`src/hw/rtl/pmid_pkg.sv`:
```
// Package: shared constants, register codes, beat types and helpers for the image distance core
`timescale 1ns / 1ps

package pmid_pkg;

    localparam int DATA_W        = 32;
    localparam int AXES_MAX      = 3;
    localparam int DEF_AXES      = 3;
    localparam int DEF_FRAC_BITS = 16;
    localparam int DIV_STEPS     = DATA_W;
    localparam int SQRT_STEPS    = DATA_W;
    // divider cells, wrap, square, two adds, root cells
    localparam int LATENCY       = DIV_STEPS + SQRT_STEPS + 4;

    typedef enum logic [1:0] {
        REG_BOX_X  = 2'd0,
        REG_BOX_Y  = 2'd1,
        REG_BOX_Z  = 2'd2,
        REG_PERIOD = 2'd3
    } cfg_reg_t;

    // one beat of the remainder chain
    typedef struct packed {
        logic [DATA_W-1:0] d;
        logic [DATA_W-1:0] rem;
        logic [DATA_W-1:0] num;
    } div_beat_t;

    // one beat of the square-root chain, with the wrapped values riding along
    typedef struct packed {
        logic [2*DATA_W-1:0]                rad;
        logic [DATA_W+1:0]                  rem;
        logic [DATA_W-1:0]                  root;
        logic [AXES_MAX-1:0][DATA_W-1:0]    wrapped;
    } sqrt_beat_t;

    function automatic logic [DATA_W-1:0] abs_val(logic [DATA_W-1:0] v);
        return v[DATA_W-1] ? (~v + DATA_W'(1)) : v;
    endfunction

endpackage

```
`src/hw/rtl/pmid_div_cell.sv`:
```
// Module: one restoring remainder step, one dividend bit per cell
`timescale 1ns / 1ps

module pmid_div_cell (
    input  logic                     clk,
    input  logic [31:0]              box,
    input  pmid_pkg::div_beat_t      beat_in,
    output pmid_pkg::div_beat_t      beat_out
);

    logic [32:0]         trial;
    logic [32:0]         diff;
    logic                fits;
    pmid_pkg::div_beat_t beat_reg;
    pmid_pkg::div_beat_t beat_next;

    // shift in the next dividend bit and subtract the box where it fits
    always_comb
    begin
        trial            = {beat_in.rem, beat_in.num[31]};
        diff             = trial - {1'b0, box};
        fits             = trial >= {1'b0, box};
        beat_next.d      = beat_in.d;
        beat_next.rem    = fits ? diff[31:0] : trial[31:0];
        beat_next.num    = {beat_in.num[30:0], 1'b0};
    end

    // hand the beat on
    always_ff @(posedge clk)
    begin
        beat_reg <= beat_next;
    end

    assign beat_out = beat_reg;

endmodule

```
`config.mk`:
```
export PLATFORM = sky130hd
export DESIGN_NAME = pmid_div_cell
export DESIGN_NICKNAME = d
export VERILOG_FILES = /design/src/hw/rtl/pmid_pkg.sv /design/src/hw/rtl/pmid_div_cell.sv
export SDC_FILE = /design/constraint.sdc
export NUM_CORES = 1
export LEC_CHECK = 0
export ABC_AREA = 1
export BUFFER_PORTS_ARGS = -buffer_cell sky130_fd_sc_hd__clkbuf_2
export CORE_MARGIN = 5
export CORE_UTILIZATION = 48
export CTS_CLUSTER_DIAMETER = 100
export DETAILED_ROUTE_END_ITERATION = 12
export GPL_TIMING_DRIVEN = 0
export PLACE_DENSITY = 0.81
export SYNTH_ARGS = -nofsm -noshare
export SYNTH_HDL_FRONTEND = slang
export SYNTH_SLANG_ARGS = --single-unit
```
`constraint.sdc`:
```
create_clock -name clk -period 2.85 [get_ports clk]
set_clock_uncertainty 0.15 [all_clocks]
set_input_delay 0.57 -clock clk [delete_from_list [all_inputs] [get_ports clk]]
set_output_delay 0.57 -clock clk [all_outputs]
set_load 0.01 [all_outputs]
```
# Yosys cells after proc, flatten, opt, wreduce, memory -nomap -nowiden
# Index checks and enable logic that the tools add are counted.
# totals
reg_bits	95
latchBits	0
mem_bits_rw	0
mem_bits_ro	0
output_inout_bits	96
elab_cells	6
memories	0
# op_classes
add_sub_neg	1
multipliers	0
div_mod_pow	0
n_lt_le_gt_ge	1
eq_ne	0
shifts	0
muxes	1
n_bitwise	0
n_reduce_logical	0
# op_table
operator	count
$ge 33x32->1	1
$mux 32	1
$sub 32x32->32	1

# Logic depth before layout (Yosys ltp)
# Gate-level depths: netlist of the first run.
# depth
depth_word	2
depth_mapped	15
mapped_depth_nobuf	14

# Worst setup path before layout of the first run
# No wires, ideal clock.
# synth_path
path_kind	input -> register
start	input port beat_in[31] (netlist name)
end	register beat_reg, in the netlist beat_out[60]
setup_ps	112
arrival_time_ps	1921
slack_ps	667
cell_stages	12
n_path_buf	0
path_cell_list	inv_1 ha_1 inv_1 fa_1 nand3_1 nand3_1 nand3_1 nand3b_1 nand2_1 nand3b_1 nand3_2 nand2_1
# synth_rtl
item	line	source
from (decl)	pmid_div_cell.sv:7	input pmid_pkg::div_beat_t beat_in,
to (signal assigned)	pmid_div_cell.sv:31	beat_reg <= beat_next;
to (decl)	pmid_div_cell.sv:14	pmid_pkg::div_beat_t beat_reg;

==> results of run 1 <==
cell usage after synthesis, drive strengths merged:
cell and count:
a21o 2, a21oi 18, and2 8, buf 10, conb 1, dfxtp 95, fa 1, ha 32
inv 148, nand2 282, nand3 70, nand3b 11, nand4 3, nor2 42, nor3 9, o21ai 1
xor2 14
per-layer routing:
layer / share of wire / vias up
li1: - / 2717
met1: 0.40 / 2222
met2: 0.50 / 199
met3: 0.080 / 23
met4: 0.020 / 0
met5: 0 / -
worst max path at each step:
stage,from,endpoint,slack [ps],cells after the start
global route,box[23],beat_out[54]$_DFF_P_,410,15
floorplan,beat_in[31],beat_out[60]$_DFF_P_,670,12
global placement,beat_in[31],beat_out[60]$_DFF_P_,190,13
CTS,beat_in[31],beat_out[60]$_DFF_P_,600,13
finish,beat_in[31],beat_out[60]$_DFF_P_,540,13
detailed placement,beat_in[31],beat_out[60]$_DFF_P_,170,13
power groups by stage:
stage                     clock [W]  combinational, W  sequential, W
after floorplan                   0          0.000528        0.00160
after global placement            0          0.000967        0.00153
after detailed placement          0          0.000976        0.00153
after CTS                   0.00106          0.000982        0.00150
after global routing        0.00111           0.00110        0.00151
final                       0.00103          0.000978        0.00150
stage by stage:
stage	total power, W	setup slack, ps	cells	utilization	hold slack (ps)
6_report	0.00351	536	1122	0.639	139
5_1_grt	0.00373	412	1122	0.639	114
4_1_cts	0.00354	601	1122	0.639	122
3_5_place_dp	0.00251	172	1106	0.617	524
3_3_place_gp	0.00249	195	1106	0.617	522
2_1_floorplan	0.00213	667	747	-	448
area by class of cell:
class                           instances  area (µm²)  area share
Tap cell                              136         170      0.0257
Clock inverter                          7         110      0.0166
Sequential cell                        95        1900       0.287
Buffer                                 10        83.8      0.0126
Multi-Input combinational cell        494        2570       0.387
Clock buffer                            9         124      0.0187
Timing Repair Buffer                  223        1120       0.168
Inverter                              148         556      0.0838
logic make-up after synthesis:
family / Yosys count
flip-flops: 95
XOR/XNOR: 14
buffers and inverters: 158
other: 1
AND/OR/NAND/NOR: 425
adder cells (fa/ha/maj): 33
AO/OA/AOI/OAI: 21
==> key figures, run 1 <==
Layout
  – Fill cell total of the finished layout: 1011
  – Area growth from synthesis to final layout: 29.8%
  – Number of nets in the finished design: 1143
  – Number of flip-flops under the largest register name: 95
  – Commonest cells after routing, fill and taps aside: nand2_1, clkbuf_2, inv_1, dfxtp_1, nand3_1
  – Post-route standard cell area excluding fillers: 6630 µm²
  – Most frequent standard cell in the layout excluding fill and tap cells: nand2_1
  – Antenna Cells: 0
  – Ratio of cells with drive above 1 in the final layout: 0.283

Setup path
  – Buffering stage count on the worst path with inverters included: 3
  – Critical path endpoint category: register
  – Maximum fanout encountered on the critical timing path: 4
  – Worst Setup Path Type: input pin to register
  – Largest incremental delay on the critical path: 460 ps
  – CP cell instances: clkbuf_2 -> inv_1 -> ha_1 -> inv_1 -> fa_1 -> nand3_1 -> nand3_1 -> nand3_1 -> nand3b_1 -> nand2_1 -> nand3b_1 -> nand3_2 -> nand2_1
  – WP data arrival: 2450 ps
  – Worst path required time: 2980 ps
  – Most frequent cell on the critical path: nand3_1
  – CP startpoint kind: input pin
  – Gate family responsible for the most delay along the worst path: simple AND/OR/NAND/NOR gates
  – Critical path's slowest cell: fa_1

Timing
  – Setup repair after global routing missed its margin: no
  – Final setup violation count: 0
  – Setup tns final: 0 ps
  – Max Transition Viols Final: 0
  – Total count of hold-check failures in the final report: 0
  – Fin crit period: 2310 ps
  – Upper clock frequency limit: 432 MHz
  – Final clock period utilization by the worst path: 0.812

Logic synthesis
  – Cell count after synthesis: 747
  – Warnings, synthesis: 0
  – Total standard cell area after synthesis: 5110 µm²
  – Adder-cell share of the synthesized area: 0.0823
  – Multiplexer share of the synthesized area: 0
  – Xor-xnor portion of the synthesized cell area: 0.0240
  – Synth top area cells: dfxtp_1, nand2_1, inv_1, ha_1, nand3_1
  – Leading area contributor after synthesis: dfxtp_1
  – Sequential area share after synthesis: 0.372
  – Area share of the largest cell type after synthesis: 0.372
  – Count of unique library cells instantiated by Yosys: 28
  – Simple-gate area share of the yosys netlist: 0.374
  – Combinational family with the most area after synthesis: simple AND/OR/NAND/NOR gates
  – Number of register bits inferred by synthesis: 95
  – Post-synthesis compound-gate area fraction: 0.0215
  – Syn Nets: 909
  – Mean post-synth cell area: 6.84 µm²

Drt
  – Vias after detailed routing: 5161
  – DRC violation total after the first TritonRoute iteration: 347
  – Post-DR wirelength/cell: 13.7 µm
  – Mean number of vias per cell: 4.60
  – Length of the first detailed-routing pass in iterations: 5
  – Count of unresolved DRC violations after routing: 0
  – Remaining antenna violation count after routing: 0
  – Sum of routed wire length over all layers: 15300 µm

GRT
  – Wire length of the first global-routing pass: 23800 µm
  – Total gr overflow: 0
  – Global routing met1 resource utilization: 0.275
  – GRT Resource Usage Total: 0.234
  – M3 GR Usage: 0.0567
  – Via count of the first global-routing pass: 4825
  – Antenna violations before repair: 0
  – Most heavily used metal layer in global routing: met2
  – Met2 routing resource usage after global routing: 0.421
  – Largest net degree at the start of global routing: 19

Hold path
  – Worst hold path type: input pin to register
  – Hold path depth: 1
  – WHS Endpoint: beat_out[22]$_DFF_P_
  – Start point of the worst min-delay path: beat_in[21]

Floorplanning
  – Starting density of the core: 0.493
  – Number of top-level pins: 225
  – Total die area: 12800 µm²
  – Chip width: 113 µm
  – Number of rows in the core area: 37
  – CORE AREA: 10400 µm²
  – Die Y-Extent: 113 µm

Pwr
  – Net Sw Frac: 0.325
  – Leakage power of the design: 4.07 nW
  – Cell area power density: 529 nW/µm²
  – Clock network fraction of design power: 0.294
  – Combinational group share of total power: 0.279
  – Total internal power: 0.00237 W
  – Worst IR drop on VDD: 0.000316 V
  – Register share of total power: 0.427
  – Net load switching power: 0.00114 W

Clocking
  – CTS Buf Count: 9
  – CTS root buf: clkbuf_8
  – Buffers inserted during post-CTS setup optimization: 0
  – Htree depth: 3
  – Buffer depth of the longest clock path: 2
  – Hold buffer count at cts: 0
  – Number of clock sinks: 95
  – TritonCTS clock tree: built
  – CTS clock-pin slew for the worst setup and hold paths: 100 ps
  – CTS-repair resized insts: 0

Flow run
  – Number of maximum-capacitance violations: 0

Status
  – Outcome: completed

Place
  – Total placed instance area: 6400 µm²
  – I/O Buffers: 223
  – Final Wtd Congestion: 0.928
  – HPWL after detailed placement: 13000 µm
Power figures use the tool's default switching activity.
==> run 2, diff against run 1 <==
--- a/config.mk
+++ b/config.mk
@@ -8,11 +8,11 @@
 export ABC_AREA = 1
 export BUFFER_PORTS_ARGS = -buffer_cell sky130_fd_sc_hd__clkbuf_2
 export CORE_MARGIN = 5
-export CORE_UTILIZATION = 48
+export CORE_UTILIZATION = 43
 export CTS_CLUSTER_DIAMETER = 100
 export DETAILED_ROUTE_END_ITERATION = 12
 export GPL_TIMING_DRIVEN = 0
-export PLACE_DENSITY = 0.81
+export PLACE_DENSITY = 0.77
 export SYNTH_ARGS = -nofsm -noshare
 export SYNTH_HDL_FRONTEND = slang
 export SYNTH_SLANG_ARGS = --single-unit
==> constraint.sdc (replaced) <==
create_clock -name clk -period 2.1 [get_ports clk]
set_clock_uncertainty 0.15 [all_clocks]
set_input_delay 0.42 -clock clk [delete_from_list [all_inputs] [get_ports clk]]
set_output_delay 0.42 -clock clk [all_outputs]
set_load 0.01 [all_outputs]
==> run 2 against run 1 <==
Against the previous run:
- global-route usage decreased by 1.3 points
- clock power up 50%
- setup slack worse by 460 ps
- largest power group unchanged
- flip-flop and latch count unchanged
- routed wire length is 8.0% higher
==> key figures, run 2 (synthesized netlist as in run 1, its figures left out) <==
Status
  – Outcome: completed

Layout
  – Number of nets in the finished design: 1152 (+0.79%)
  – Area growth from synthesis to final layout: 40.1%
  – Final core area utilization: 0.622 (-0.0177)
  – Number of flip-flops under the largest register name: 95 (unchanged)
  – Ratio of cells with drive above 1 in the final layout: 0.347 (+0.0641)
  – Most frequent standard cell in the layout excluding fill and tap cells: nand2_1
  – Antenna Cells: 0 (unchanged)
  – Commonest cells after routing, fill and taps aside: nand2_1, clkbuf_2, inv_1, dfxtp_1, nand3_1

Drt
  – Met3 WL post-DR: 915 µm (-26%)
  – Post-DR wirelength/cell: 14.6 µm (+6.6%)
  – Remaining antenna violation count after routing: 0 (unchanged)
  – Wire length on met1: 6990 µm (+14%)
  – Count of unresolved DRC violations after routing: 0 (unchanged)
  – DRC violation total after the first TritonRoute iteration: 268 (-23%)
  – Mean number of vias per cell: 4.64 (+0.80%)
  – Max Used Layer: met4
  – Detailed-routed wire length on met2: 8290 µm (+8.1%)
  – Sum of routed wire length over all layers: 16600 µm (+8.0%)
  – Length of the first detailed-routing pass in iterations: 4 (-1)
  – Vias after detailed routing: 5272 (+2.2%)

Floorplanning
  – Die Y-Extent: 119 µm (+5.2%)
  – CORE AREA: 11500 µm² (+11%)
  – Number of rows in the core area: 39 (+5.4%)
  – Chip width: 119 µm (+5.2%)
  – Total die area: 14200 µm² (+11%)
  – Number of top-level pins: 225 (unchanged)
  – Starting density of the core: 0.444 (-0.0490)

GRT
  – Largest net degree at the start of global routing: 17 (-2)
  – GRT Resource Usage Total: 0.220 (-0.0131)
  – Via count of the first global-routing pass: 4978 (+3.2%)
  – Wire length of the first global-routing pass: 24800 µm (+4.4%)
  – Total gr overflow: 0 (unchanged)
  – Antenna violations before repair: 0 (unchanged)

Setup path
  – Most frequent cell on the critical path: nand3_2
  – Buffering stage count on the worst path with inverters included: 3 (unchanged)
  – Maximum fanout encountered on the critical timing path: 4 (unchanged)
  – Largest incremental delay on the critical path: 410 ps (-50 ps)
  – WP data arrival: 2110 ps (-340 ps)
  – CP startpoint kind: input pin
  – Worst path required time: 2190 ps (-790 ps)
  – Gate family responsible for the most delay along the worst path: simple AND/OR/NAND/NOR gates
  – CP cell instances: clkbuf_2 -> inv_2 -> ha_2 -> inv_2 -> fa_2 -> nand3_2 -> nand3_4 -> nand3_2 -> nand3b_1 -> nand2_1 -> nand3b_1 -> nand3_2 -> nand2_1
  – Worst Setup Path Type: input pin to register
  – Critical path's slowest cell: fa_2
  – Critical path endpoint category: register

Timing
  – Max Transition Viols Final: 0 (unchanged)
  – Worst path setup slack after routing: 74.0 ps (-462 ps)
  – Total count of hold-check failures in the final report: 0 (unchanged)
  – Worst hold slack: 24.1 ps (-115 ps)
  – Upper clock frequency limit: 494 MHz
  – Final clock period utilization by the worst path: 0.965
  – Fin crit period: 2030 ps
  – Setup tns final: 0 ps (unchanged)
  – Final setup violation count: 0 (unchanged)

Pwr
  – Total power of the final layout: 0.00508 W (+45%)
  – Worst IR drop on VDD: 0.000317 V (+0.21%)
  – Leakage power of the design: 4.19 nW (+2.9%)
  – Cell area power density: 709 nW/µm² (+34%)

Place
  – Worst setup timing slack at the placement stage: -457 ps (-629 ps)
  – I/O Buffers: 223 (unchanged)
  – HPWL after detailed placement: 13500 µm (+3.6%)
  – Final Wtd Congestion: 0.937 (+0.96%)

Clocking
  – Number of clock sinks: 95 (unchanged)
  – CTS clock-pin slew for the worst setup and hold paths: 60 ps (-40 ps)
  – Buffer depth of the longest clock path: 2 (unchanged)
  – Htree depth: 3 (unchanged)
  – TritonCTS clock tree: built
  – CTS root buf: clkbuf_16
  – CTS Buf Count: 9 (unchanged)

Flow run
  – Number of maximum-capacitance violations: 0 (unchanged)

Hold path
  – Worst hold path type: input pin to register
## run 2: per-layer routing
metal,up-vias,global-route usage
met3,23,0.0526
met4,0,0.0717
met1,2337,0.257
li1,2739,-
met2,173,0.396
met5,-,0
## run 2: layout make-up
| type | instances | area, µm² |
|---|---|---|
| timing repair buffer | 232 | 1220 |
| buffer | 10 | 103 |
| sequential | 95 | 1900 |
| inverter | 148 | 556 |
| clock inverter | 5 | 40.0 |
| tap | 143 | 179 |
| multi-input combinational | 494 | 2920 |
| fill | 1103 | 4360 |
| clock buffer | 10 | 239 |
## run 2: path summary, 6_finish.rpt
| path | from | to | slack (ps) | cells after the start |
|---|---|---|---|---|
| worst max-delay path | beat_in[31] | beat_out[52]$_DFF_P_ | 70 | 13 |
| worst min-delay path | beat_in[69] | beat_out[69]$_DFF_P_ | 20 | 1 |
## run 2: through the flow
stage	std cells	area, µm²
floorplan	747	5110
global placement	1113	6400
detailed placement	1113	6400
CTS	1128	6690
global route	1137	7160
finish	1137	7160
## run 2: report_power, final
group	switching, W	leakage (nW)	total [W]	internal [W]
Clock	0.000702	0.140	0.00154	0.000841
Sequential	0.0000461	0.802	0.00204	0.00199
Combinational	0.000879	3.25	0.00150	0.000622
## run 2: what timing repair did
item                                    CTS  global route
setup buffers                             0             7
gates resized for setup                   1            81
hold buffers                              0             0
endpoints found under the setup margin   18            31
hold endpoints to repair                  0             0
gates cloned                              0             2
pin swaps                                 2            14
