`src/hw/rtl/pmid_pkg.sv`:
```
// Package: shared constants, register codes, beat types and helpers for the image distance core
`timescale 1ns / 1ps

package pmid_pkg;

    localparam int DATA_W        = 32;
    localparam int AXES_MAX      = 3;
    localparam int DEF_AXES      = 3;
    localparam int DEF_FRAC_BITS = 16;
    localparam int DIV_STEPS     = DATA_W;
    localparam int SQRT_STEPS    = DATA_W;
    // divider cells, wrap, square, two adds, root cells
    localparam int LATENCY       = DIV_STEPS + SQRT_STEPS + 4;

    typedef enum logic [1:0] {
        REG_BOX_X  = 2'd0,
        REG_BOX_Y  = 2'd1,
        REG_BOX_Z  = 2'd2,
        REG_PERIOD = 2'd3
    } cfg_reg_t;

    // one beat of the remainder chain
    typedef struct packed {
        logic [DATA_W-1:0] d;
        logic [DATA_W-1:0] rem;
        logic [DATA_W-1:0] num;
    } div_beat_t;

    // one beat of the square-root chain, with the wrapped values riding along
    typedef struct packed {
        logic [2*DATA_W-1:0]                rad;
        logic [DATA_W+1:0]                  rem;
        logic [DATA_W-1:0]                  root;
        logic [AXES_MAX-1:0][DATA_W-1:0]    wrapped;
    } sqrt_beat_t;

    function automatic logic [DATA_W-1:0] abs_val(logic [DATA_W-1:0] v);
        return v[DATA_W-1] ? (~v + DATA_W'(1)) : v;
    endfunction

endpackage

```
`src/hw/rtl/pmid_sqrt_cell.sv`:
```
// Module: one digit of the integer square root, two radicand bits per cell
`timescale 1ns / 1ps

module pmid_sqrt_cell (
    input  logic                     clk,
    input  pmid_pkg::sqrt_beat_t     beat_in,
    output pmid_pkg::sqrt_beat_t     beat_out
);

    logic [35:0]          part;
    logic [35:0]          trial;
    logic [35:0]          diff;
    logic                 fits;
    pmid_pkg::sqrt_beat_t beat_reg;
    pmid_pkg::sqrt_beat_t beat_next;

    // bring down two bits and try the next root digit
    always_comb
    begin
        part              = {beat_in.rem, beat_in.rad[63:62]};
        trial             = {2'b00, beat_in.root, 2'b01};
        diff              = part - trial;
        fits              = part >= trial;
        beat_next.rad     = {beat_in.rad[61:0], 2'b00};
        beat_next.rem     = fits ? diff[33:0] : part[33:0];
        beat_next.root    = {beat_in.root[30:0], fits};
        beat_next.wrapped = beat_in.wrapped;
    end

    // hand the beat on
    always_ff @(posedge clk)
    begin
        beat_reg <= beat_next;
    end

    assign beat_out = beat_reg;

endmodule

```
`config.mk`:
```
export PLATFORM = sky130hd
export DESIGN_NAME = pmid_sqrt_cell
export DESIGN_NICKNAME = d
export VERILOG_FILES = /design/src/hw/rtl/pmid_pkg.sv /design/src/hw/rtl/pmid_sqrt_cell.sv
export SDC_FILE = /design/constraint.sdc
export NUM_CORES = 1
export LEC_CHECK = 0
export BUFFER_PORTS_ARGS = -buffer_cell sky130_fd_sc_hd__buf_2
export CORE_AREA = 5 5 173 175
export CTS_BUF_LIST = sky130_fd_sc_hd__clkbuf_4
export CTS_CLUSTER_DIAMETER = 100
export DETAILED_ROUTE_END_ITERATION = 10
export DIE_AREA = 0 0 178 180
export PLACE_DENSITY = 0.57
export SYNTH_ARGS = -nofsm -noshare
export SYNTH_HDL_FRONTEND = slang
export SYNTH_SLANG_ARGS = --single-unit
```
`constraint.sdc`:
```
create_clock -name clk -period 7.2 [get_ports clk]
set_clock_uncertainty 0.15 [all_clocks]
set_input_delay 1.44 -clock clk [delete_from_list [all_inputs] [get_ports clk]]
set_output_delay 1.44 -clock clk [all_outputs]
set_load 0.1 [all_outputs]
```
Word-level counts from Yosys, hierarchy flattened

Cells that the tools add are included.

Register bits: 224
Output and inout port bits: 226

Add/sub/neg operators: 1
Order comparisons: 1
Muxes and demuxes: 1

Operator list:

| operator                                                       | count |
|---|---|
| 36-bit by 34-bit greater-or-equal comparator with 1-bit output | 1 |
| 34-bit two-way mux                                             | 1 |
| 34-bit subtractor                                              | 1 |

Longest topological paths before layout

Gate-level depths: netlist of run 1.

Depth after elaboration: 2
Gate-level depth with buffers: 13

Worst setup path after synthesis of run 1

Ideal clock, no wire load.

Kind: input-to-reg
From: input beat_in[105] in the netlist's numbering
To: register beat_reg, in the netlist beat_out[155]
Data arrival time: 3438 ps
Data required time: 6929 ps
Setup slack: 3490 ps
Stages: 10
Cells stage by stage: inv_1 ha_1 a21o_1 a31o_1 a211oi_4 o211ai_2 a21bo_2 mux2i_1 o221ai_1 mux2_4

RTL lines:

| element              | RTL line             | source |
|---|---|---|
| from (decl)          | pmid_sqrt_cell.sv:6  | `input pmid_pkg::sqrt_beat_t beat_in,` |
| to (signal assigned) | pmid_sqrt_cell.sv:33 | `beat_reg <= beat_next;` |
| to (decl)            | pmid_sqrt_cell.sv:14 | `pmid_pkg::sqrt_beat_t beat_reg;` |

==> results of run 1 <==
-- power by group --
part	switching, mW	leakage (nW)	internal [mW]	total (mW)
Sequential	0.0223	1.89	1.34	1.36
Combinational	0.942	2.95	0.198	1.14
Clock	0.510	0.415	0.520	1.03
-- per-stage QoR --
step	cells	hold WS (ns)	area, sq um
after floorplan	604	1.32	6960
after global placement	1423	1.39	9610
after detailed placement	1423	1.39	9610
after CTS	1525	0.638	10300
after global routing	1527	0.643	10300
final	1529	0.738	10300
-- cells in the mapped netlist, types with 3 or more instances --
| cell | instances | area share (%) |
|---|---|---|
| o21ai_1 | 4 | 0.29 |
| xnor2_1 | 14 | 1.8 |
| xor2_1 | 13 | 1.6 |
| nand2_1 | 58 | 3.1 |
| nor2_1 | 18 | 0.97 |
| a21oi_1 | 28 | 2.0 |
| o21ai_0 | 41 | 3.0 |
| o21a_1 | 3 | 0.32 |
| a21o_1 | 19 | 2.1 |
| clkbuf_1 | 4 | 0.22 |
| nand4_1 | 6 | 0.54 |
| nand3_1 | 6 | 0.43 |
| mux2i_1 | 4 | 0.58 |
| o41ai_2 | 3 | 0.70 |
| dfxtp_1 | 224 | 64 |
| ha_1 | 34 | 6.1 |
| o31ai_1 | 4 | 0.43 |
| nand2b_1 | 5 | 0.45 |
| buf_2 | 6 | 0.43 |
| and2_1 | 3 | 0.27 |
| and3_2 | 3 | 0.32 |
| inv_1 | 42 | 2.3 |
| a31oi_1 | 4 | 0.36 |
| nor3_1 | 10 | 0.72 |
-- per-layer routing --
layer | vias up | share of wire [%] | GRT usage (%)
li1 | 3072 | - | -
met1 | 2776 | 37 | 17.6
met2 | 293 | 49 | 28.7
met3 | 58 | 11 | 7.06
met4 | 18 | 2.5 | 5.48
met5 | - | 0.45 | 0
-- worst paths after layout --
check                            to  cells after the start
worst max-delay path  beat_out[129]                     11
worst min-delay path   beat_out[92]                      1
-- cells by family (layout without fill, tap and decap cells) --
group                      Yosys count  after routing  synth area share, %
DFF                                224            224                 64.5
AOI/OAI and AO/OA                  133            133                 13.4
and+or+nand+nor                    120            120                 8.06
buffers and inverters               59            596                 3.71
adders and majority gates           34             34                 6.12
xor gates and xnor gates            27             27                 3.40
muxes                                5              5                0.791
other                                1              6               0.0539
-- worst max-delay path, delay by kind of cell --
family,cells,cell delay (ns)
fa+ha+maj,1,0.40
compound gates,6,1.69
buf+inv,3,0.62
mux,1,0.22
-- cell type report --
type | instances | area [sq um] | area share, %
repair buffers | 451 | 2260 | 21.9
inverters | 43 | 163 | 1.58
multi-input cells | 321 | 2220 | 21.5
diodes | 4 | 10.0 | 0.0970
clock buffers | 81 | 608 | 5.90
flip-flops and latches | 224 | 4480 | 43.5
clock inverters | 21 | 91.3 | 0.885
well taps | 384 | 480 | 4.66
-- cell usage in the layout, fill, tap and decap left out, types with 3 or more instances in the layout --
master / netlist / routed
a21o_1: 19 / 19
nand4_1: 6 / 6
and2_1: 3 / 3
o31ai_1: 4 / 4
ha_1: 34 / 34
xnor2_1: 14 / 14
mux2i_1: 4 / 4
o41ai_2: 3 / 3
dfxtp_1: 224 / 224
a21oi_1: 28 / 28
clkinv_1: 0 / 17
o21ai_0: 41 / 41
buf_2: 6 / 450
nand3_1: 6 / 6
a31oi_1: 4 / 4
diode_2: 0 / 4
o21ai_1: 4 / 4
clkinv_2: 1 / 3
nand2_1: 58 / 58
nor3_1: 10 / 10
inv_1: 42 / 42
nor2_1: 18 / 18
nand2b_1: 5 / 5
xor2_1: 13 / 13
clkbuf_4: 0 / 81
and3_2: 3 / 3
==> run summary, run 1 <==
Clock Pin Slew Worst Setup and Hold Paths: 0.07 ns
Chip width: 178 microns
Hold WC Path Type: input pin to flip-flop
Period minus WS final: 3.96 ns
CTS tree: built
Async set or reset register ratio after synthesis: 0%
Place WS: 2.58 ns
# fillers: 2917
Critical Path AT: 4.37 ns
Die area: 32000 sq um
Global-route usage over all layers: 16.4%
Iteration-0 DRC count of the detailed router: 167
Fin crit share: 55.0%
Setup bufs post-CTS: 0
Largest net degree at the start of global routing: 36
Router iterations before antenna repair: 4
Synthesis-to-finish area growth: 48.3%
Die Ht: 180 microns
Fmax: 252 MHz
Sequential area share after synthesis: 64.5%
PD cells: 342 nW/um^2
Number of max-cap violations: 0
Final Util: 36.4%
Post-Route WL: 27.8 mm
Final Max Tran Viols: 0
CP max FO: 35
# setup viols final: 0
Ys Warns: 0
Status: finished, final reports clean
Slew @ Worst Pin: 0.601 ns
H-tree depth: 2
Number of synthesized flops with an enable pin: 0
VDD IR-drop max: 0.000144 V
Core Area: 28300 sq um
Critical path class: input pin to flip-flop
Cell chain of the critical path: buf_2 > inv_1 > ha_1 > a21o_1 > a221oi_1 > o31a_1 > o221ai_1 > a211oi_1 > o21a_2 > buf_4 > mux2i_1
Hold_sp: beat_in[92]
Hold bufs inserted after CTS: 0
Core Rows: 62
First-pass GRT wire length: 39.6 mm
CTS buffer count: 59
Required time worst endpoint: 7.61 ns
DRC errors left: 0
GP Congestion: 0.845
CP endpoint kind: flip-flop
Final hold vios: 0
Ys flop type: dfxtp_1
Vias in the first global route: 6452
Power Total: 3.53 mW
CTS root buffer: clkbuf_4
Initial Utilization: 24.6%
DR WL/cell: 18.2 microns
PortBufs: 450
I/O pin cnt: 453
Seq cells post-synth: 224
Clock sinks: 224
Post-cts sizing count: 0
Syn Std Cell Area: 6960 sq um
Slowest cell on crit path: o21a_2
Routed Antenna Nets: 0
Initial antenna violation count: 17
Nature of the critical path startpoint: input pin
Crit-path max cell delay: 0.58 ns
Unrepaired setup endpoints after global routing: false
Via count: 6217
Crit path from: beat_in[111]
Total Nets Final: 1361
Total gr overflow: 0
Setup_tns: 0 ns
Final HPWL DP: 23.1 mm
Setup ws final: 3.24 ns
Static leakage: 5.26 nW
Clock Tree Buf Depth: 3
Max-slew headroom: 59.5%
Layout cells sized above 1: 49.0%
Synth Instances: 603
Count of cell types in the netlist: 62
Syn_area_per_cell: 11.5 sq um
Vias per std cell: 4.07
Largest register FFs: 224
(Power assumes the default switching activity.)
==> inputs of run 2 (changes only) <==
--- a/config.mk
+++ b/config.mk
@@ -5,13 +5,14 @@
 export SDC_FILE = /design/constraint.sdc
 export NUM_CORES = 1
 export LEC_CHECK = 0
+export ABC_AREA = 1
 export BUFFER_PORTS_ARGS = -buffer_cell sky130_fd_sc_hd__buf_2
-export CORE_AREA = 5 5 173 175
+export CORE_AREA = 5 5 175 177
 export CTS_BUF_LIST = sky130_fd_sc_hd__clkbuf_4
 export CTS_CLUSTER_DIAMETER = 100
 export DETAILED_ROUTE_END_ITERATION = 10
-export DIE_AREA = 0 0 178 180
-export PLACE_DENSITY = 0.57
+export DIE_AREA = 0 0 180 182
+export PLACE_DENSITY = 0.58
 export SYNTH_ARGS = -nofsm -noshare
 export SYNTH_HDL_FRONTEND = slang
 export SYNTH_SLANG_ARGS = --single-unit
==> constraint.sdc (replaced) <==
create_clock -name clk -period 4.1 [get_ports clk]
set_clock_uncertainty 0.15 [all_clocks]
set_input_delay 0.82 -clock clk [delete_from_list [all_inputs] [get_ports clk]]
set_output_delay 0.82 -clock clk [all_outputs]
set_load 0.1 [all_outputs]
==> run 2 against run 1 <==
Critical path depth up 5. Via count up 17%. Clock power up 80%. Clock-buffer cell count unchanged. Largest cell class unchanged. Power up 77%. Area after synthesis up 8.4%. Worst setup slack worse by 1.7 ns. Worst hold slack worse by 0.66 ns.
==> run summary, run 2 <==
Status: finished, final reports clean (unchanged)
Comb power frac: 32.2% (was 32.3%)
Part of the power in registers: 38.2% (was 38.6%)
Setup ws final: 1.50 ns (was 3.24 ns)
Static leakage: 6.15 nW (was 5.26 nW)
Syn_area_per_cell: 8.65 sq um (was 11.5 sq um)
First-pass GRT wire length: 47.1 mm (was 39.6 mm)
GP Congestion: 0.955 (was 0.845)
Seq cells post-synth: 224 (unchanged)
Vias per std cell: 4.01 (was 4.07)
Initial Utilization: 25.9% (was 24.6%)
Max-slew headroom: 59.9% (was 59.5%)
Number of max-cap violations: 0 (unchanged)
Synth cell count leaders: 288 x nand2_1, 224 x dfxtp_1, 139 x inv_1 (was 224 x dfxtp_1, 58 x nand2_1, 42 x inv_1)
Syn Std Cell Area: 7540 sq um (was 6960 sq um)
DR WL/cell: 18.2 microns (about the same)
Chip width: 180 microns (was 178 microns)
Setup_tns: 0 ns (unchanged)
Via count: 7278 (was 6217)
Fmax: 384 MHz
Die area: 32800 sq um (was 32000 sq um)
Synth area leader: dfxtp_1 (unchanged)
# setup viols final: 0 (unchanged)
Clk network pwr share: 29.6% (was 29.2%)
Period minus WS final: 2.60 ns
Layout cells sized above 1: 38.9% (was 49.0%)
Final Util: 37.6% (was 36.4%)
Count of cell types in the netlist: 25 (was 62)
CTS tree: built (unchanged)
PortBufs: 450 (unchanged)
Router iterations before antenna repair: 4 (unchanged)
Largest net degree at the start of global routing: 38 (was 36)
Hold WC Path Type: input pin to flip-flop (unchanged)
Commonest cells after routing, fill and taps aside: 450 x buf_2, 288 x nand2_1, 224 x dfxtp_1, 139 x inv_1, 81 x clkbuf_4 (was 450 x buf_2, 224 x dfxtp_1, 81 x clkbuf_4, 58 x nand2_1, 42 x inv_1)
Global-route usage over all layers: 19.1% (was 16.4%)
Commonest non-fill, non-tap cell in the layout: buf_2 (unchanged)
PD cells: 572 nW/um^2 (was 342 nW/um^2)
Iteration-0 DRC count of the detailed router: 183 (was 167)
CTS buffer count: 60 (was 59)
Clock Pin Slew Worst Setup and Hold Paths: 0.07 ns (about the same)
Total gr overflow: 0 (unchanged)
H-tree depth: 2 (unchanged)
Hold bufs inserted after CTS: 0 (unchanged)
Nature of the critical path startpoint: input pin (unchanged)
Async set or reset register ratio after synthesis: 0% (unchanged)
Setup bufs post-CTS: 0 (unchanged)
Clock sinks: 224 (unchanged)
Unrepaired setup endpoints after global routing: false (unchanged)
Initial antenna violation count: 10 (was 17)
Synth area leaders: dfxtp_1 59%, nand2_1 14%, inv_1 6.9%, ha_1 5.6%, nand3_1 2.5% (was dfxtp_1 64%, ha_1 6.1%, nand2_1 3.1%, o21ai_0 3.0%, inv_1 2.3%)
Vias in the first global route: 7522 (was 6452)
Synthesis-to-finish area growth: 45.1% (was 48.3%)
Critical Path AT: 3.04 ns (was 4.37 ns)
Core Area: 29100 sq um (was 28300 sq um)
Final Max Tran Viols: 0 (unchanged)
Cell area after layout: 10900 sq um (was 10300 sq um)
Post-cts sizing count: 0 (unchanged)
Post-Route WL: 33.0 mm (was 27.8 mm)
Largest register FFs: 224 (unchanged)
Routed Antenna Nets: 0 (unchanged)
Number of synthesized flops with an enable pin: 0 (unchanged)
Place WS: 0.777 ns (was 2.58 ns)
Core Rows: 63 (was 62)
Top-count cell post-synth: nand2_1 (was dfxtp_1)
Power Total: 6.25 mW (was 3.53 mW)
Ys flop type: dfxtp_1 (unchanged)
Synth Instances: 871 (was 603)
Ys Warns: 0 (unchanged)
Cell-internal power: 3.60 mW (was 2.06 mW)
Synth top area share: 59.5% (was 64.5%)
DRC errors left: 0 (unchanged)
Sw Share: 42.4% (was 41.7%)
Placed Area: 10200 sq um (was 9610 sq um)
Required time worst endpoint: 4.54 ns (was 7.61 ns)
Clock Tree Buf Depth: 3 (unchanged)
CTS root buffer: clkbuf_4 (unchanged)
CP endpoint kind: flip-flop (unchanged)
CP max FO: 37 (was 35)
I/O pin cnt: 453 (unchanged)
VDD IR-drop max: 0.000199 V (was 0.000144 V)
Total Nets Final: 1638 (was 1361)
Fin crit share: 63.5%
Net Switching: 2.65 mW (was 1.47 mW)
Sequential area share after synthesis: 59.5% (was 64.5%)
Die Ht: 182 microns (was 180 microns)
Slew @ Worst Pin: 0.606 ns (was 0.601 ns)
Final hold vios: 0 (unchanged)
Critical path class: input pin to flip-flop (unchanged)
Final HPWL DP: 27.7 mm (was 23.1 mm)
==> run 2: worst max-delay path: stages <==
cell and delay, ns:
buf_2 0.09, inv_1 0.04, ha_1 0.34, nand2_1 0.15, inv_1 0.05, nand2_1 0.06, nand2_1 0.12, nand2_1 0.09
nand2_1 0.07, a21oi_1 0.17, nand2_1 0.10, nand2_1 0.11, nand2_4 0.26, inv_4 0.40, nand2_1 0.10, nand2_1 0.07
==> run 2: per-stage QoR <==
| stage | std cells | hold WS [ns] |
|---|---|---|
| final | 1813 | 0.0736 |
| after global routing | 1811 | 0.0227 |
| after CTS | 1810 | 0.0107 |
| after detailed placement | 1705 | 0.774 |
| after global placement | 1705 | 0.772 |
| after floorplan | 872 | 0.698 |
==> run 2: cells by family after synthesis <==
group / after synthesis / synth area share, %
xor gates and xnor gates: 18 / 2.09
AOI/OAI and AO/OA: 42 / 2.94
buffers and inverters: 148 / 7.95
DFF: 224 / 59.5
other: 1 / 0.0497
and+or+nand+nor: 404 / 21.8
adders and majority gates: 34 / 5.64
==> run 2: cell type report <==
type | count | area, sq um
Sequential cell | 224 | 4480
Antenna cell | 3 | 7.51
Tap cell | 390 | 488
Timing Repair Buffer | 451 | 2260
Inverter | 140 | 528
Clock buffer | 81 | 608
Fill cell | 3141 | 18100
Clock inverter | 24 | 104
Multi-Input combinational cell | 500 | 2460
==> run 2: path summary, 6_finish.rpt <==
path / from / end / slack (ns) / cells after the start
max: beat_in[109] / beat_out[144] / 1.50 / 16
min: beat_in[173] / beat_out[175] / 0.07 / 1
==> run 2: power groups by stage <==
stage                     registers [mW]  logic [mW]  clock network (mW)
after floorplan                     3.67       0.351                   0
after global placement              2.44        2.02                   0
after detailed placement            2.44        2.02                   0
after CTS                           2.39        2.03                1.93
after global routing                2.40        2.11                2.03
final                               2.39        2.01                1.85
==> run 2: metal layers <==
| layer | track usage [%] | wire, microns | vias to the layer above | share of wire, % |
|---|---|---|---|---|
| li1 | - | - | 3687 | - |
| met1 | 21.2 | 13200 | 3239 | 40 |
| met2 | 33.8 | 16100 | 276 | 49 |
| met3 | 7.75 | 2770 | 66 | 8.4 |
| met4 | 5.58 | 904 | 10 | 2.7 |
| met5 | 0 | 64 | - | 0.19 |
==> inputs of run 3 (changes only) <==
==> constraint.sdc (replaced) <==
create_clock -name clk -period 2.5 [get_ports clk]
set_clock_uncertainty 0.15 [all_clocks]
set_input_delay 0.5 -clock clk [delete_from_list [all_inputs] [get_ports clk]]
set_output_delay 0.5 -clock clk [all_outputs]
set_load 0.1 [all_outputs]
==> run 3 against run 2 <==
First-iteration DRC count up 17%. Cell count rose by 15%. Non-clock buffer count increased by 263. Via count is 13% higher. Final area up 24%. Critical path type unchanged. Utilization up 9.1 points. Die area is the same. Largest cell class is now non-clock buffers.
==> run summary, run 3 (synthesis results as in run 2) <==
I/O pin cnt: 453 (unchanged)
DR WL/cell: 17.3 microns (was 18.2 microns)
Clock Pin Slew Worst Setup and Hold Paths: 0.06 ns (was 0.07 ns)
Final hold vios: 0 (unchanged)
Die area: 32800 sq um (unchanged)
Required time worst endpoint: 2.92 ns (was 4.54 ns)
VDD IR-drop max: 0.000395 V (was 0.000199 V)
Core Area: 29100 sq um (unchanged)
Fin crit share: 95.0%
Router iterations before antenna repair: 4 (unchanged)
PortBufs: 450 (unchanged)
H-tree depth: 2 (unchanged)
Initial antenna violation count: 7 (was 10)
Slew @ Worst Pin: 0.591 ns (was 0.606 ns)
Place WS: -0.0423 ns (was 0.777 ns)
Cell area after layout: 13600 sq um (was 10900 sq um)
Static leakage: 7.30 nW (was 6.15 nW)
Status: finished, final reports clean (unchanged)
Global-route usage over all layers: 21.6% (was 19.1%)
Final HPWL DP: 28.5 mm (was 27.7 mm)
CTS tree: built (unchanged)
Setup ws final: 0.126 ns (was 1.50 ns)
Total Nets Final: 1901 (was 1638)
Nature of the critical path startpoint: input pin (unchanged)
Commonest cells after routing, fill and taps aside: 450 x buf_2, 283 x nand2_1, 224 x dfxtp_1, 222 x dlygate4sd3_1, 139 x inv_1 (was 450 x buf_2, 288 x nand2_1, 224 x dfxtp_1, 139 x inv_1, 81 x clkbuf_4)
PD cells: 788 nW/um^2 (was 572 nW/um^2)
# setup viols final: 0 (unchanged)
Core Rows: 63 (unchanged)
Hold WC Path Type: input pin to flip-flop (unchanged)
CP max FO: 7 (was 37)
GP Congestion: 0.934 (was 0.955)
First-pass GRT wire length: 54.5 mm (was 47.1 mm)
Via count: 8256 (was 7278)
DRC errors left: 0 (unchanged)
Final Max Tran Viols: 0 (unchanged)
Largest net degree at the start of global routing: 26 (was 38)
Routed Antenna Nets: 0 (unchanged)
Commonest non-fill, non-tap cell in the layout: buf_2 (unchanged)
Vias per std cell: 3.97 (was 4.01)
Critical Path AT: 2.80 ns (was 3.04 ns)
Period minus WS final: 2.37 ns
Clock Tree Buf Depth: 3 (unchanged)
Placed Area: 10600 sq um (was 10200 sq um)
CP endpoint kind: flip-flop (unchanged)
Layout cells sized above 1: 36.0% (was 38.9%)
CTS root buffer: clkbuf_4 (unchanged)
Post-Route WL: 36.0 mm (was 33.0 mm)
Hold_sp: beat_in[225] (was beat_in[173])
Chip width: 180 microns (unchanged)
Initial Utilization: 25.9% (unchanged)
Synthesis-to-finish area growth: 80.2% (was 45.1%)
Fmax: 421 MHz
Die Ht: 182 microns (unchanged)
Crit path from: beat_in[111] (was beat_in[109])
CTS buffer count: 60 (unchanged)
Total gr overflow: 0 (unchanged)
Critical path class: input pin to flip-flop (unchanged)
Largest register FFs: 224 (unchanged)
Max-slew headroom: 60.9% (was 59.9%)
Number of max-cap violations: 0 (unchanged)
Iteration-0 DRC count of the detailed router: 214 (was 183)
Clock sinks: 224 (unchanged)
Vias in the first global route: 9170 (was 7522)
Worst hold margin: 0.117 ns (was 0.0736 ns)
## run 3: cell count changes in the layout (fill, tap and decap cells not counted), moves of 2 or more
cell and delta:
ha_4 +2, nand2_2 +5, buf_12 +4, clkinv_2 +2, nand2_1 -5, ha_1 -2
dlygate4sd3_1 +222, diode_2 +3, clkinv_1 -2, buf_4 +37, nor2_4 +2
## run 3: area by class of cell
class	instances	area [sq um]
fillers	2850	15500
repair buffers	714	4840
clock buffers	81	608
clock inverters	24	106
inverters	140	528
multi-input cells	500	2520
well taps	390	488
flip-flops and latches	224	4480
diodes	6	15.0
## run 3: what timing repair did
item / in CTS / in global routing
endpoints found under the hold margin: 222 / 0
resized for setup: 0 / 13
setup endpoints to repair: 0 / 34
hold buffers: 222 / 0
setup buffers: 0 / 2
## run 3: power by group
part | internal [mW] | total [mW] | switching [mW] | leakage, nW
logic | 0.860 | 3.71 | 2.85 | 4.98
clock network | 1.51 | 3.07 | 1.56 | 0.430
registers | 3.85 | 3.93 | 0.0807 | 1.89
total | 6.22 | 10.7 | 4.49 | 7.30
## run 3: worst paths after layout
check | to | depth (start not counted) | slack [ns]
setup / recovery | beat_out[133] | 16 | 0.13
hold / removal | beat_out[129] | 4 | 0.12
## run 3: routing by layer
metal / GRT usage (%) / share of wire, % / vias up
met3: 7.65 / 7.6 / 76
met2: 37.1 / 49 / 319
met1: 24.1 / 39 / 3637
met5: 0 / 0.097 / -
li1: - / - / 4218
met4: 9.75 / 4.4 / 6
## run 3: worst max-delay path, stage by stage
cell	delay, ns
dlygate4sd3_1	0.57
buf_2	0.13
inv_1	0.05
ha_1	0.35
nand2_1	0.14
nor2_4	0.14
nand2_1	0.10
nor2_2	0.11
nand2_1	0.08
a21oi_2	0.11
nor2_1	0.07
nand2_4	0.11
inv_4	0.06
buf_4	0.16
nand2_1	0.06
nand2_1	0.05
## run 3: per-stage QoR
step | setup TNS [ns] | utilization (%) | std cells | power, mW
after floorplan | 0 | - | 872 | 6.59
after global placement | -0.291 | 36.3 | 1744 | 7.40
after detailed placement | -0.810 | 36.3 | 1744 | 7.41
after CTS | 0 | 46.4 | 2071 | 10.8
after global routing | -0.0273 | 46.7 | 2076 | 11.3
final | 0 | 46.7 | 2079 | 10.7
